$ cat src/rtl/core/bcw_pkg.sv
// ----------------------------------------------------------------------------
// bcw_pkg
// Shared types and constants of the block chain walker: item layout, command
// codes, stop causes, register indexes and the controller/datapath interface.
// ----------------------------------------------------------------------------
package bcw_pkg;

  // Input item layout in in_tdata (lowest bit first)
  localparam int IN_CMD_W     = 2;
  localparam int IN_IDX_W     = 10;
  localparam int IN_VAL_W     = 32;
  localparam int IN_START_W   = 32;
  localparam int IN_CMD_LSB   = 0;
  localparam int IN_IDX_LSB   = IN_CMD_LSB + IN_CMD_W;
  localparam int IN_VAL_LSB   = IN_IDX_LSB + IN_IDX_W;
  localparam int IN_START_LSB = IN_VAL_LSB + IN_VAL_W;
  localparam int IN_BITS      = IN_START_LSB + IN_START_W;
  localparam int IN_TDATA_W   = ((IN_BITS + 7) / 8) * 8;

  // Result item layout
  localparam int BLK_W        = 10;
  localparam int OFF_W        = 20;
  localparam int OUT_BITS     = BLK_W + OFF_W;
  localparam int OUT_TDATA_W  = ((OUT_BITS + 7) / 8) * 8;
  localparam int CAUSE_W      = 2;
  localparam int OUT_TUSER_W  = 1 + CAUSE_W;

  // Fixed block geometry
  localparam int SMALL_BLOCK_SHIFT = 6;   // small blocks are 64 bytes
  localparam int CHAIN_MAX         = 64;

  // Configuration port
  localparam int CFG_IDX_W  = 2;
  localparam int CFG_DATA_W = 10;
  localparam int LIMIT_W    = 7;
  localparam int COUNT_W    = 6;

  typedef enum logic [CFG_IDX_W-1:0] {
    CFG_MAX_BLOCK     = 2'd0,
    CFG_SMALL_PRESENT = 2'd1,
    CFG_CHAIN_LIMIT   = 2'd2
  } cfg_reg_t;

  typedef enum logic [IN_CMD_W-1:0] {
    CMD_LOAD_BIG   = 2'd0,
    CMD_LOAD_SMALL = 2'd1,
    CMD_WALK_BIG   = 2'd2,
    CMD_WALK_SMALL = 2'd3
  } cmd_code_t;

  typedef enum logic [CAUSE_W-1:0] {
    CAUSE_END    = 2'd0,
    CAUSE_LIMIT  = 2'd1,
    CAUSE_ABSENT = 2'd2
  } cause_t;

  // Controller -> datapath
  typedef struct packed {
    logic   accept;    // input item taken this cycle
    logic   capture;   // latch start block and table choice, clear count
    logic   advance;   // step to the next block of the chain
    logic   emit;      // load the result register
    logic   last;
    logic   empty;
    cause_t cause;
  } bcw_cmd_t;

  // Datapath -> controller
  typedef struct packed {
    logic in_walk;       // pending input item is a walk
    logic start_ok;      // pending walk has a valid start block
    logic next_ok;       // table word read for the current block is valid
    logic small_absent;  // current walk is small and the small table is absent
    logic limit_hit;     // current block is the last allowed by the limit
    logic slot_free;     // result register can take a new item
  } bcw_status_t;

endpackage

$ cat src/rtl/core/bcw_ctrl.sv
// ----------------------------------------------------------------------------
// bcw_ctrl
// Walk sequencer: accepts items, steps the chain one table read at a time and
// decides the flags of every result.
// ----------------------------------------------------------------------------
module bcw_ctrl import bcw_pkg::*; (
  input  logic        clk,
  input  logic        rst_n,
  input  logic        in_tvalid,
  output logic        in_tready,
  input  bcw_status_t status,
  output bcw_cmd_t    cmd
);

  typedef enum logic [1:0] {
    ST_IDLE,
    ST_READ,
    ST_EVAL,
    ST_EMPTY
  } state_t;

  state_t state_r, state_nxt;

  always_comb begin
    state_nxt   = state_r;
    in_tready   = 1'b0;
    cmd         = '0;
    cmd.cause   = CAUSE_END;
    unique case (state_r)
      ST_IDLE: begin
        in_tready = 1'b1;
        if (in_tvalid) begin
          cmd.accept = 1'b1;
          if (status.in_walk) begin
            if (status.start_ok) begin
              cmd.capture = 1'b1;
              state_nxt   = ST_READ;
            end else begin
              state_nxt   = ST_EMPTY;
            end
          end
        end
      end
      ST_READ: begin
        state_nxt = ST_EVAL;
      end
      ST_EVAL: begin
        if (status.slot_free) begin
          cmd.emit  = 1'b1;
          cmd.last  = 1'b1;
          state_nxt = ST_IDLE;
          if (status.small_absent) begin
            cmd.cause = CAUSE_ABSENT;
          end else if (!status.next_ok) begin
            cmd.cause = CAUSE_END;
          end else if (status.limit_hit) begin
            cmd.cause = CAUSE_LIMIT;
          end else begin
            // chain continues: emit a middle result and fetch the next word
            cmd.last    = 1'b0;
            cmd.advance = 1'b1;
            state_nxt   = ST_READ;
          end
        end
      end
      ST_EMPTY: begin
        if (status.slot_free) begin
          cmd.emit  = 1'b1;
          cmd.last  = 1'b1;
          cmd.empty = 1'b1;
          state_nxt = ST_IDLE;
        end
      end
      default: state_nxt = ST_IDLE;
    endcase
  end

  always_ff @(posedge clk) begin
    if (!rst_n) begin
      state_r <= ST_IDLE;
    end else begin
      state_r <= state_nxt;
    end
  end

endmodule

$ cat config.mk
export PLATFORM = sky130hd
export DESIGN_NAME = bcw_ctrl
export DESIGN_NICKNAME = d
export VERILOG_FILES = /design/src/rtl/core/bcw_pkg.sv /design/src/rtl/core/bcw_ctrl.sv
export SDC_FILE = /design/constraint.sdc
export NUM_CORES = 1
export LEC_CHECK = 0
export BUFFER_PORTS_ARGS = -buffer_cell sky130_fd_sc_hd__buf_2
export CAP_MARGIN = 5
export CORE_AREA = 2 2 39 41
export CTS_CLUSTER_DIAMETER = 100
export DETAILED_ROUTE_END_ITERATION = 10
export DIE_AREA = 0 0 41 43
export GPL_ROUTABILITY_DRIVEN = 0
export SYNTH_ARGS = -nofsm -noshare
export SYNTH_HDL_FRONTEND = slang
export SYNTH_SLANG_ARGS = --single-unit
export TNS_END_PERCENT = 100
$ cat constraint.sdc
create_clock -name clk -period 1.4 [get_ports clk]
set_clock_uncertainty 0.15 [all_clocks]
set_input_delay 0.14 -clock clk [delete_from_list [all_inputs] [get_ports clk]]
set_output_delay 0.14 -clock clk [all_outputs]
set_load 0.1 [all_outputs]
==> report_table.html, run 1 <==
<table>
<tr><th>Metric</th><th>Value</th></tr>
<tr><th colspan="2">Status</th></tr>
<tr><td>Status</td><td>finished, violations left</td></tr>
<tr><td>Failing checks</td><td>negative setup slack</td></tr>
<tr><th colspan="2">Yosys</th></tr>
<tr><td>Total standard cell area after synthesis</td><td>168 µm²</td></tr>
<tr><td>Post-synthesis sequential element count</td><td>2</td></tr>
<tr><td>Net Count, Synth</td><td>30</td></tr>
<tr><td>Portion of the post-synthesis area used by sequential elements</td><td>23.9%</td></tr>
<tr><td>Average cell area after synthesis</td><td>7.98 µm²</td></tr>
<tr><td>Synth Warn #</td><td>0</td></tr>
<tr><td>Mapped Cells</td><td>21</td></tr>
<tr><td>Number of different library cells in the post-synthesis netlist</td><td>14</td></tr>
<tr><th colspan="2">Setup path</th></tr>
<tr><td>Depth of the worst register-to-register path</td><td>4</td></tr>
<tr><td>Critical path arrival</td><td>1.24 ns</td></tr>
<tr><td>Register-to-register setup slack</td><td>0.12 ns</td></tr>
<tr><td>Capturing element type of the critical path</td><td>output pin</td></tr>
<tr><td>Worst-path fanout max</td><td>4</td></tr>
<tr><td>Required time of the critical path</td><td>1.11 ns</td></tr>
<tr><td>Reg2reg start</td><td>state_r[0]</td></tr>
<tr><td>End of the worst register-to-register path</td><td>state_r[0]</td></tr>
<tr><td>CP endpoint</td><td>cmd[5]</td></tr>
<tr><td>Critical Setup Path Class</td><td>flop to output pin</td></tr>
<tr><td>Critical path startpoint</td><td>state_r[0]</td></tr>
<tr><td>Kind of launch point of the worst setup path</td><td>flop</td></tr>
<tr><th colspan="2">Global routing</th></tr>
<tr><td>Global-route layer with the greatest usage</td><td>met2</td></tr>
<tr><td>Pin count of the biggest net entering global routing</td><td>5</td></tr>
<tr><td>Aggregate global routing overflow</td><td>0</td></tr>
<tr><td>Combined global-route utilization of all metal layers</td><td>10.1%</td></tr>
<tr><td>Initial antenna violation count</td><td>0</td></tr>
<tr><td>Met2 capacity usage during global routing</td><td>15.6%</td></tr>
<tr><td>Vias in the first global route</td><td>270</td></tr>
<tr><td>Met3 Track Usage GR</td><td>4.71%</td></tr>
<tr><td>Global-route wire length before repair</td><td>1200 µm</td></tr>
<tr><td>Met1 layer usage reported by global route</td><td>11.5%</td></tr>
<tr><th colspan="2">Route</th></tr>
<tr><td>Average via count per standard cell</td><td>4.06</td></tr>
<tr><td>DRC Markers</td><td>0</td></tr>
<tr><td>Number of detailed-routing iterations run before antenna repair</td><td>4</td></tr>
<tr><td>Antenna Nets Post-Route</td><td>0</td></tr>
<tr><td>Iter 0 DRT Violations</td><td>7</td></tr>
<tr><td>Total routed wirelength</td><td>697 µm</td></tr>
<tr><td>Total number of vias</td><td>272</td></tr>
<tr><td>Wire length per cell after detailed routing</td><td>10.4 µm</td></tr>
<tr><th colspan="2">Layout</th></tr>
<tr><td>Net count, final</td><td>61</td></tr>
<tr><td>Largest registers ranked by flip-flop count</td><td>state_r: 2 flops</td></tr>
<tr><td>Final antenna diode count</td><td>0</td></tr>
<tr><td>Signed area change from the synthesized netlist to the final layout</td><td>242%</td></tr>
<tr><td>Fillcell total</td><td>134</td></tr>
<tr><td>Register containing the most flip-flops in the final layout</td><td>state_r</td></tr>
<tr><td>Flip-flop count of the largest register after layout</td><td>2</td></tr>
<tr><td>Proportion of layout cells with a drive suffix above 1</td><td>84.3%</td></tr>
<tr><th colspan="2">Power</th></tr>
<tr><td>Worst VDD drop</td><td>0.351 mV</td></tr>
<tr><td>Leak Pwr</td><td>0.261 nW</td></tr>
<tr><td>Total power after layout</td><td>0.457 mW</td></tr>
<tr><td>Power per cell area</td><td>797 nW/µm²</td></tr>
<tr><th colspan="2">CTS</th></tr>
<tr><td>Clock Sinks</td><td>2</td></tr>
<tr><td>CTS Buffer Depth</td><td>2</td></tr>
<tr><td>Cts bufs inserted</td><td>3</td></tr>
<tr><td>Worst-Skew Late Latency</td><td>0.24 ns</td></tr>
<tr><td>Post-CTS clock slew at the launch and capture registers of the worst setup and hold paths</td><td>0.03 ns</td></tr>
<tr><td>H-tree levels</td><td>1</td></tr>
<tr><td>TritonCTS clock tree</td><td>built</td></tr>
<tr><td>Cell at the root of the clock tree</td><td>sky130_fd_sc_hd__clkbuf_4</td></tr>
<tr><td>Total of hold buffers inserted after clock tree synthesis</td><td>0</td></tr>
<tr><th colspan="2">STA</th></tr>
<tr><td>Worst relative slew slack</td><td>80.1%</td></tr>
<tr><td>Worst Hold Margin</td><td>0.0140 ns</td></tr>
<tr><td>Final Hold Violating Endpoints</td><td>0</td></tr>
<tr><td>Least-Margin Pin Slew</td><td>0.297 ns</td></tr>
<tr><td>Period minus WS final</td><td>1.53 ns</td></tr>
<tr><td>FMAX</td><td>654 MHz</td></tr>
<tr><td>Final number of max-transition violations</td><td>0</td></tr>
<tr><td>Final Cycle Share</td><td>109%</td></tr>
<tr><td>Worst-case setup margin in the final layout</td><td>-0.129 ns</td></tr>
<tr><td>RSZ-0062 raised after global routing</td><td>yes</td></tr>
<tr><td>Setup violators final</td><td>7</td></tr>
<tr><th colspan="2">Floorplanning</th></tr>
<tr><td>Die X</td><td>41 µm</td></tr>
<tr><td>Initial standard-cell utilization of the core</td><td>12.1%</td></tr>
<tr><td>Die outline height</td><td>43 µm</td></tr>
<tr><td>Boundary Pins</td><td>18</td></tr>
<tr><td>Row cnt</td><td>14</td></tr>
<tr><td>Core ar.</td><td>1380 µm²</td></tr>
<tr><td>Total Die Area</td><td>1760 µm²</td></tr>
<tr><th colspan="2">Place</th></tr>
<tr><td>HPWL after detailed placement</td><td>496 µm</td></tr>
<tr><td>PortBufs</td><td>17</td></tr>
<tr><th colspan="2">Min path</th></tr>
<tr><td>Type of the tightest min-delay check</td><td>input pin to flop</td></tr>
<tr><th colspan="2">Flow run</th></tr>
<tr><td># Max-Cap Violations</td><td>0</td></tr>
</table>
-- layout by cell type (no fill, tap or decap) --
cell	n
sky130_fd_sc_hd__nor2_2	1
sky130_fd_sc_hd__nor2_4	1
sky130_fd_sc_hd__and2_4	1
sky130_fd_sc_hd__buf_4	7
sky130_fd_sc_hd__nor2_1	1
sky130_fd_sc_hd__nand2_4	1
sky130_fd_sc_hd__nand2b_4	1
sky130_fd_sc_hd__buf_12	9
sky130_fd_sc_hd__nor3b_4	1
sky130_fd_sc_hd__dfxtp_4	2
sky130_fd_sc_hd__nand2_1	2
sky130_fd_sc_hd__buf_2	8
sky130_fd_sc_hd__and3_4	1
sky130_fd_sc_hd__nor3_2	1
sky130_fd_sc_hd__clkbuf_4	3
sky130_fd_sc_hd__and3_1	1
sky130_fd_sc_hd__buf_6	2
sky130_fd_sc_hd__nor4_4	1
sky130_fd_sc_hd__nor3_1	1
sky130_fd_sc_hd__o31a_1	1
sky130_fd_sc_hd__clkbuf_1	1
sky130_fd_sc_hd__nor4b_4	1
sky130_fd_sc_hd__and2_2	1
sky130_fd_sc_hd__o21ai_1	1
sky130_fd_sc_hd__inv_2	1
-- cell families after synthesis --
group | after synthesis | synth area share [%]
AND/OR/NAND/NOR | 16 | 65.7
flip-flops | 2 | 23.9
AO/OA/AOI/OAI | 2 | 8.21
buffers and inverters | 1 | 2.24
-- timing repair --
| item | in CTS | in global routing |
|---|---|---|
| cloned | 0 | 0 |
| setup endpoints to repair | 6 | 9 |
| pin swaps | 6 | 2 |
| buffers inserted | 6 | 1 |
| gates resized for setup | 2 | 4 |
-- how the worst min path moves through the flow --
stage | cells past startpoint | startpoint | end | slack [ns]
4_1_cts | 2 | rst_n | state_r[0] | 0.009
6_report | 2 | rst_n | state_r[0] | 0.01
3_3_place_gp | 2 | rst_n | state_r[0] | 0.24
2_1_floorplan | 1 | rst_n | state_r[0] | 0.11
5_1_grt | 2 | rst_n | state_r[0] | 0.02
3_5_place_dp | 2 | rst_n | state_r[0] | 0.24
-- where the power goes --
group	total (mW)	leakage [nW]	switching (mW)	internal, mW
combinational	0.242	0.228	0.142	0.0998
clock	0.148	0.0150	0.0419	0.106
sequential	0.0669	0.0178	0.00603	0.0609
total	0.457	0.261	0.190	0.267
-- per-layer routing --
layer	share of wire (%)	wire, µm
met1	38	263
met2	59	412
met3	3.2	22
met4	0	0
met5	0	0
-- metrics by stage --
stage	setup TNS (ns)	cell area (µm²)	cells	utilization [%]	setup slack [ns]
after floorplan	-2.25	220	21	-	-0.595
final	-0.474	573	67	41.4	-0.129
after detailed placement	0	475	56	34.4	0.0744
after global routing	-0.816	573	67	41.4	-0.173
after CTS	-0.493	553	66	40.0	-0.124
after global placement	0	475	56	34.4	0.0826
-- synth_stat cells --
cell type,instances,area share (%)
sky130_fd_sc_hd__nand2_1,3,6.7
sky130_fd_sc_hd__inv_1,1,2.2
sky130_fd_sc_hd__nor2_1,3,6.7
sky130_fd_sc_hd__nor3_1,2,6.0
sky130_fd_sc_hd__dfxtp_1,2,24
sky130_fd_sc_hd__o31a_1,1,5.2
sky130_fd_sc_hd__nor3b_1,1,4.5
sky130_fd_sc_hd__nand2b_4,1,8.2
sky130_fd_sc_hd__and3_1,1,3.7
sky130_fd_sc_hd__and2_1,2,7.5
sky130_fd_sc_hd__nor4_4,1,13
sky130_fd_sc_hd__and3_2,1,4.5
sky130_fd_sc_hd__nor4b_1,1,5.2
sky130_fd_sc_hd__o21ai_0,1,3.0
-- critical path, cell delays in order (launching register included) --
cell,delay (ns)
sky130_fd_sc_hd__dfxtp_4,0.34
sky130_fd_sc_hd__nand2b_4,0.16
sky130_fd_sc_hd__nor4_4,0.29
sky130_fd_sc_hd__buf_12,0.22
-- cell type report --
type	count	area (µm²)	area share, %
Sequential cell	2	47.5	8.30
Timing Repair Buffer	26	295	51.5
Tap cell	16	20.0	3.49
Multi-Input combinational cell	18	180	31.4
Inverter	1	3.75	0.655
Clock buffer	4	26.3	4.59
Power figures use the tool's default switching activity.
==> inputs of run 2 (changes only) <==
==> constraint.sdc (replaced) <==
create_clock -name clk -period 1.5 [get_ports clk]
set_clock_uncertainty 0.15 [all_clocks]
set_input_delay 0.15 -clock clk [delete_from_list [all_inputs] [get_ports clk]]
set_output_delay 0.15 -clock clk [all_outputs]
set_load 0.1 [all_outputs]
==> run 2 against run 1 <==
Design area is 4.1% lower. Wire length is 7.3% lower. Count of clock-buffer cells in the layout did not move. Core utilization fell by 1.7 points. The flow still finishes with violations (negative setup slack). Combinational power fell by 12%. Via count decreased by 6.3%. Sequential share of layout area grew 0.36 points. Sequential power is 4.3% lower. Critical path depth is the same. Global-route usage is 1.5 points lower. Non-clock buffer count shrank 3.
==> report_table.html, run 2 (synthesis results as in run 1) <==
<table>
<tr><th>Metric</th><th>Value</th></tr>
<tr><th colspan="2">Status</th></tr>
<tr><td>Status</td><td>finished, violations left</td></tr>
<tr><td>Failing checks</td><td>negative setup slack</td></tr>
<tr><th colspan="2">Layout</th></tr>
<tr><td>Top library cells by usage in the layout, fill and taps aside</td><td>sky130_fd_sc_hd__buf_12, sky130_fd_sc_hd__buf_2, sky130_fd_sc_hd__buf_4, sky130_fd_sc_hd__clkbuf_4</td></tr>
<tr><td>Flip-flop count of the largest register after layout</td><td>2</td></tr>
<tr><td>Register containing the most flip-flops in the final layout</td><td>state_r</td></tr>
<tr><td>Post-Route Utilization</td><td>39.7%</td></tr>
<tr><td>Largest registers ranked by flip-flop count</td><td>state_r: 2 flops</td></tr>
<tr><td>Non-filler instance count after layout</td><td>64</td></tr>
<tr><td>Net count, final</td><td>58</td></tr>
<tr><td>Most common library cell in the layout ignoring fill and taps</td><td>sky130_fd_sc_hd__buf_12</td></tr>
<tr><td>Proportion of layout cells with a drive suffix above 1</td><td>77.1%</td></tr>
<tr><td>Fillcell total</td><td>147</td></tr>
<tr><td>Final non-filler cell area</td><td>549 µm²</td></tr>
<tr><td>Signed area change from the synthesized netlist to the final layout</td><td>228%</td></tr>
<tr><td>Final antenna diode count</td><td>0</td></tr>
<tr><th colspan="2">Power</th></tr>
<tr><td>Power per cell area</td><td>748 nW/µm²</td></tr>
<tr><td>Total power after layout</td><td>0.411 mW</td></tr>
<tr><td>Worst VDD drop</td><td>0.315 mV</td></tr>
<tr><td>Leak Pwr</td><td>0.241 nW</td></tr>
<tr><th colspan="2">Global routing</th></tr>
<tr><td>Global-route wire length before repair</td><td>972 µm</td></tr>
<tr><td>Aggregate global routing overflow</td><td>0</td></tr>
<tr><td>Vias in the first global route</td><td>246</td></tr>
<tr><td>Initial antenna violation count</td><td>0</td></tr>
<tr><td>Combined global-route utilization of all metal layers</td><td>8.62%</td></tr>
<tr><td>Pin count of the biggest net entering global routing</td><td>7</td></tr>
<tr><th colspan="2">Route</th></tr>
<tr><td>Iter 0 DRT Violations</td><td>4</td></tr>
<tr><td>Average via count per standard cell</td><td>3.98</td></tr>
<tr><td>Total number of vias</td><td>255</td></tr>
<tr><td>DRC Markers</td><td>0</td></tr>
<tr><td>Total routed wirelength</td><td>646 µm</td></tr>
<tr><td>Antenna Nets Post-Route</td><td>0</td></tr>
<tr><td>Wire length per cell after detailed routing</td><td>10.1 µm</td></tr>
<tr><td>Number of detailed-routing iterations run before antenna repair</td><td>3</td></tr>
<tr><th colspan="2">STA</th></tr>
<tr><td>Period minus WS final</td><td>1.55 ns</td></tr>
<tr><td>RSZ-0062 raised after global routing</td><td>yes</td></tr>
<tr><td>Setup violators final</td><td>3</td></tr>
<tr><td>Least-Margin Pin Slew</td><td>0.295 ns</td></tr>
<tr><td>Total negative slack</td><td>-0.0799 ns</td></tr>
<tr><td>Worst relative slew slack</td><td>80.2%</td></tr>
<tr><td>Final number of max-transition violations</td><td>0</td></tr>
<tr><td>FMAX</td><td>644 MHz</td></tr>
<tr><td>Final Cycle Share</td><td>103%</td></tr>
<tr><td>Worst-case setup margin in the final layout</td><td>-0.0524 ns</td></tr>
<tr><td>Final Hold Violating Endpoints</td><td>0</td></tr>
<tr><th colspan="2">Setup path</th></tr>
<tr><td>Capturing element type of the critical path</td><td>output pin</td></tr>
<tr><td>Critical path arrival</td><td>1.25 ns</td></tr>
<tr><td>Critical path startpoint</td><td>state_r[1]</td></tr>
<tr><td>CP endpoint</td><td>cmd[0]</td></tr>
<tr><td>Kind of launch point of the worst setup path</td><td>flop</td></tr>
<tr><td>Category of cells accounting for the largest share of critical-path delay</td><td>simple AND/OR/NAND/NOR gates</td></tr>
<tr><td>Register-to-register setup slack</td><td>0.26 ns</td></tr>
<tr><td>Required time of the critical path</td><td>1.20 ns</td></tr>
<tr><td>Cell chain of the critical path</td><td>nand2_8, nor4b_4, buf_12</td></tr>
<tr><td>Worst-path fanout max</td><td>6</td></tr>
<tr><td>Depth of the worst register-to-register path</td><td>4</td></tr>
<tr><td>Critical Setup Path Class</td><td>flop to output pin</td></tr>
<tr><td>WP buf/inv</td><td>1</td></tr>
<tr><td>Number of cells on the critical path</td><td>3</td></tr>
<tr><td>End of the worst register-to-register path</td><td>state_r[0]</td></tr>
<tr><td>Largest stage delay on the critical path</td><td>0.38 ns</td></tr>
<tr><td>Reg2reg start</td><td>state_r[1]</td></tr>
<tr><td>Critical Path Slowest Stage Cell</td><td>sky130_fd_sc_hd__dfxtp_4</td></tr>
<tr><th colspan="2">Floorplanning</th></tr>
<tr><td>Initial standard-cell utilization of the core</td><td>12.1%</td></tr>
<tr><td>Row cnt</td><td>14</td></tr>
<tr><td>Die outline height</td><td>43 µm</td></tr>
<tr><td>Core ar.</td><td>1380 µm²</td></tr>
<tr><td>Boundary Pins</td><td>18</td></tr>
<tr><td>Die X</td><td>41 µm</td></tr>
<tr><td>Total Die Area</td><td>1760 µm²</td></tr>
<tr><th colspan="2">Place</th></tr>
<tr><td>Number of placed instances with taps included</td><td>54</td></tr>
<tr><td>Placement-stage cell area</td><td>460 µm²</td></tr>
<tr><td>HPWL after detailed placement</td><td>496 µm</td></tr>
<tr><td>PortBufs</td><td>17</td></tr>
<tr><th colspan="2">CTS</th></tr>
<tr><td>Clock Sinks</td><td>2</td></tr>
<tr><td>Cell at the root of the clock tree</td><td>sky130_fd_sc_hd__clkbuf_4</td></tr>
<tr><td>CTS Buffer Depth</td><td>2</td></tr>
<tr><td>Post-CTS clock slew at the launch and capture registers of the worst setup and hold paths</td><td>0.03 ns</td></tr>
<tr><td>H-tree levels</td><td>1</td></tr>
<tr><td>Worst-Skew Late Latency</td><td>0.23 ns</td></tr>
<tr><td>TritonCTS clock tree</td><td>built</td></tr>
<tr><td>Cts bufs inserted</td><td>3</td></tr>
<tr><th colspan="2">Flow run</th></tr>
<tr><td># Max-Cap Violations</td><td>0</td></tr>
<tr><th colspan="2">Min path</th></tr>
<tr><td>Worst hold path startpoint</td><td>status[4]</td></tr>
<tr><td>Type of the tightest min-delay check</td><td>input pin to flop</td></tr>
</table>
==> run 2: cell count changes in the layout (fill, tap and decap cells not counted), sizes merged <==
cell | before | now
buf | 26 | 22
dlygate4sd3 | 0 | 1
==> run 2: per-layer routing <==
metal	track usage [%]	vias up	part of all wire [%]
met5	0	-	0
met4	6.00	0	0
met3	3.66	0	6.3
met2	14.1	6	64
met1	7.99	119	29
li1	-	130	-
==> run 2: through the flow <==
| stage | hold slack [ns] | setup WS (ns) |
|---|---|---|
| 6_report | 0.142 | -0.0524 |
| 5_1_grt | 0.161 | -0.0895 |
| 4_1_cts | 0.138 | -0.0579 |
| 3_5_place_dp | 0.233 | 0.120 |
| 3_3_place_gp | 0.234 | 0.134 |
| 2_1_floorplan | 0.120 | -0.495 |
==> run 2: worst min path at each step <==
stage                      end  slack (ns)  depth (start not counted)
finish              state_r[1]        0.14                          3
global route        state_r[1]        0.16                          3
CTS                 state_r[1]        0.14                          3
detailed placement  state_r[0]        0.23                          2
global placement    state_r[0]        0.23                          2
floorplan           state_r[0]        0.12                          1
==> run 2: cell type report <==
type,count,area (µm²),area share [%]
Clock buffer,4,26.3,4.78
Timing Repair Buffer,23,272,49.4
Multi-Input combinational cell,18,180,32.8
Inverter,1,3.75,0.683
Sequential cell,2,47.5,8.66
Tap cell,16,20.0,3.64
==> run 2: tightest hold or removal path: cells and delay by family <==
family                 cells  cell delay [ns]
and+or+nand+nor            1             0.17
buffers and inverters      1             0.08
AOI/OAI and AO/OA          1             0.08
==> run 2: where the power goes <==
part | internal [mW] | switching, mW | total [mW]
Clock | 0.0991 | 0.0346 | 0.134
Sequential | 0.0569 | 0.00713 | 0.0640
Combinational | 0.0851 | 0.128 | 0.213
Total | 0.241 | 0.170 | 0.411
==> run 2: repair_timing <==
| action | in CTS | in global routing |
|---|---|---|
| gates resized for setup | 2 | 1 |
| buffers inserted | 4 | 1 |
| hold buffers | 1 | 0 |
| hold endpoints to repair | 1 | 0 |
| endpoints found under the setup margin | 4 | 5 |
| pin swaps | 3 | 3 |
==> inputs of run 3 (changes only) <==
==> constraint.sdc (replaced) <==
create_clock -name clk -period 2 [get_ports clk]
set_clock_uncertainty 0.15 [all_clocks]
set_input_delay 0.2 -clock clk [delete_from_list [all_inputs] [get_ports clk]]
set_output_delay 0.2 -clock clk [all_outputs]
set_load 0.1 [all_outputs]
==> run 3 against run 2 <==
The run now ends clean. Cell count is 11% lower. First-iteration DRC count is 100% lower. Setup slack better by 0.14 ns. Critical path type unchanged. Critical endpoint unchanged. Largest power group unchanged.
==> report_table.html, run 3 (synthesis results as in run 1) <==
<table>
<tr><th>Metric</th><th>Value</th></tr>
<tr><th colspan="2">Setup path</th></tr>
<tr><td>Register-to-register setup slack</td><td>0.77 ns</td></tr>
<tr><td>Kind of launch point of the worst setup path</td><td>flop</td></tr>
<tr><td>Capturing element type of the critical path</td><td>output pin</td></tr>
<tr><td>Required time of the critical path</td><td>1.65 ns</td></tr>
<tr><td>Critical Setup Path Class</td><td>flop to output pin</td></tr>
<tr><td>Critical path arrival</td><td>1.56 ns</td></tr>
<tr><td>Worst-path fanout max</td><td>6</td></tr>
<tr><th colspan="2">STA</th></tr>
<tr><td>Final Cycle Share</td><td>95.7%</td></tr>
<tr><td>RSZ-0062 raised after global routing</td><td>no</td></tr>
<tr><td>Least-Margin Pin Slew</td><td>0.487 ns</td></tr>
<tr><td>Final Hold Violating Endpoints</td><td>0</td></tr>
<tr><td>Worst relative slew slack</td><td>67.7%</td></tr>
<tr><td>Period minus WS final</td><td>1.91 ns</td></tr>
<tr><td>FMAX</td><td>523 MHz</td></tr>
<tr><td>Setup violators final</td><td>0</td></tr>
<tr><td>Final number of max-transition violations</td><td>0</td></tr>
<tr><th colspan="2">CTS</th></tr>
<tr><td>Post-CTS clock slew at the launch and capture registers of the worst setup and hold paths</td><td>0.03 ns</td></tr>
<tr><td>Cell at the root of the clock tree</td><td>sky130_fd_sc_hd__clkbuf_4</td></tr>
<tr><td>Cts bufs inserted</td><td>3</td></tr>
<tr><td>CTS Buffer Depth</td><td>2</td></tr>
<tr><td>H-tree levels</td><td>1</td></tr>
<tr><td>Clock Sinks</td><td>2</td></tr>
<tr><td>Number of instances resized during post-cts repair</td><td>0</td></tr>
<tr><td>Total of hold buffers inserted after clock tree synthesis</td><td>0</td></tr>
<tr><td>TritonCTS clock tree</td><td>built</td></tr>
<tr><td>Worst-Skew Late Latency</td><td>0.23 ns</td></tr>
<tr><td>Post-CTS setup buffer count</td><td>0</td></tr>
<tr><th colspan="2">Floorplanning</th></tr>
<tr><td>Die outline height</td><td>43 µm</td></tr>
<tr><td>Row cnt</td><td>14</td></tr>
<tr><td>Die X</td><td>41 µm</td></tr>
<tr><td>Initial standard-cell utilization of the core</td><td>12.1%</td></tr>
<tr><td>Core ar.</td><td>1380 µm²</td></tr>
<tr><td>Boundary Pins</td><td>18</td></tr>
<tr><td>Total Die Area</td><td>1760 µm²</td></tr>
<tr><th colspan="2">Route</th></tr>
<tr><td>Average via count per standard cell</td><td>3.93</td></tr>
<tr><td>Number of detailed-routing iterations run before antenna repair</td><td>1</td></tr>
<tr><td>Wire length per cell after detailed routing</td><td>8.75 µm</td></tr>
<tr><td>Antenna Nets Post-Route</td><td>0</td></tr>
<tr><td>DRC Markers</td><td>0</td></tr>
<tr><td>Iter 0 DRT Violations</td><td>0</td></tr>
<tr><td>Total number of vias</td><td>224</td></tr>
<tr><td>Total routed wirelength</td><td>499 µm</td></tr>
<tr><th colspan="2">Layout</th></tr>
<tr><td>Non-filler instance count after layout</td><td>57</td></tr>
<tr><td>Top library cells by usage in the layout, fill and taps aside</td><td>sky130_fd_sc_hd__buf_2, sky130_fd_sc_hd__nand2_1, sky130_fd_sc_hd__clkbuf_4</td></tr>
<tr><td>Final antenna diode count</td><td>0</td></tr>
<tr><td>Post-Route Utilization</td><td>23.2%</td></tr>
<tr><td>Flip-flop count of the largest register after layout</td><td>2</td></tr>
<tr><td>Proportion of layout cells with a drive suffix above 1</td><td>68.3%</td></tr>
<tr><td>Net count, final</td><td>52</td></tr>
<tr><td>Largest registers ranked by flip-flop count</td><td>state_r: 2 flops</td></tr>
<tr><td>Fillcell total</td><td>158</td></tr>
<tr><td>Signed area change from the synthesized netlist to the final layout</td><td>91.8%</td></tr>
<tr><td>Most common library cell in the layout ignoring fill and taps</td><td>sky130_fd_sc_hd__buf_2</td></tr>
<tr><td>Register containing the most flip-flops in the final layout</td><td>state_r</td></tr>
<tr><th colspan="2">Power</th></tr>
<tr><td>Power per cell area</td><td>765 nW/µm²</td></tr>
<tr><td>Worst VDD drop</td><td>0.251 mV</td></tr>
<tr><td>Leak Pwr</td><td>0.169 nW</td></tr>
<tr><th colspan="2">Global routing</th></tr>
<tr><td>Aggregate global routing overflow</td><td>0</td></tr>
<tr><td>Global-route wire length before repair</td><td>648 µm</td></tr>
<tr><td>Pin count of the biggest net entering global routing</td><td>7</td></tr>
<tr><td>Combined global-route utilization of all metal layers</td><td>6.21%</td></tr>
<tr><td>Vias in the first global route</td><td>181</td></tr>
<tr><td>Initial antenna violation count</td><td>0</td></tr>
<tr><th colspan="2">Flow run</th></tr>
<tr><td># Max-Cap Violations</td><td>0</td></tr>
<tr><th colspan="2">Place</th></tr>
<tr><td>PortBufs</td><td>17</td></tr>
<tr><td>Number of placed instances with taps included</td><td>54</td></tr>
<tr><td>HPWL after detailed placement</td><td>408 µm</td></tr>
<tr><th colspan="2">Min path</th></tr>
<tr><td>Type of the tightest min-delay check</td><td>input pin to flop</td></tr>
<tr><th colspan="2">Status</th></tr>
<tr><td>Status</td><td>finished, final reports clean</td></tr>
</table>
-- run 3: cell count changes in the layout (fill, tap and decap cells not counted), sizes merged --
| cell | delta |
|---|---|
| dlygate4sd3 | -1 |
| clkbuf | -1 |
| buf | -5 |
-- run 3: per-stage QoR --
| step | setup slack, ns | hold slack [ns] | instance area (µm²) | TNS [ns] | power [mW] |
|---|---|---|---|---|---|
| final | 0.0865 | 0.0584 | 322 | 0 | 0.246 |
| after global routing | 0.000603 | 0.0608 | 322 | 0 | 0.263 |
| after CTS | 0.0764 | 0.0594 | 322 | 0 | 0.251 |
| after detailed placement | 0.321 | 0.297 | 299 | 0 | 0.155 |
| after global placement | 0.358 | 0.285 | 299 | 0 | 0.154 |
| after floorplan | -0.202 | 0.178 | 194 | -0.387 | 0.132 |
-- run 3: path summary, 6_finish.rpt --
kind,startpoint,end,depth (start not counted)
worst min register to register,state_r[1],state_r[1],3
worst min-delay path,rst_n,state_r[0],2
worst max register to register,state_r[0],state_r[0],3
worst max-delay path,state_r[1],cmd[0],3
-- run 3: where the power goes --
group          total, mW  switching [mW]  internal (mW)
combinational      0.106          0.0832         0.0226
sequential        0.0473         0.00420         0.0431
clock             0.0928          0.0264         0.0665
total              0.246           0.114          0.132
-- run 3: routing by layer --
layer	wire, µm	GRT usage, %	vias to the layer above
met1	207	5.73	100
li1	-	-	116
met5	0	0	-
met4	0	0	0
met3	53	9.42	0
met2	237	8.13	8
-- run 3: layout make-up --
class                           instances  area, µm²  share of cell area, %
Timing Repair Buffer                   17       85.1                   26.5
Clock buffer                            3       22.5                   7.00
Sequential cell                         2       40.0                   12.5
Tap cell                               16       20.0                   6.23
Multi-Input combinational cell         18        150                   46.7
Inverter                                1       3.75                   1.17
-- run 3: worst max-delay path, cell delays in order (launching register included) --
cell and delay, ns:
sky130_fd_sc_hd__dfxtp_1 0.38, sky130_fd_sc_hd__nand2_1 0.24, sky130_fd_sc_hd__nor4b_4 0.25, sky130_fd_sc_hd__buf_2 0.46
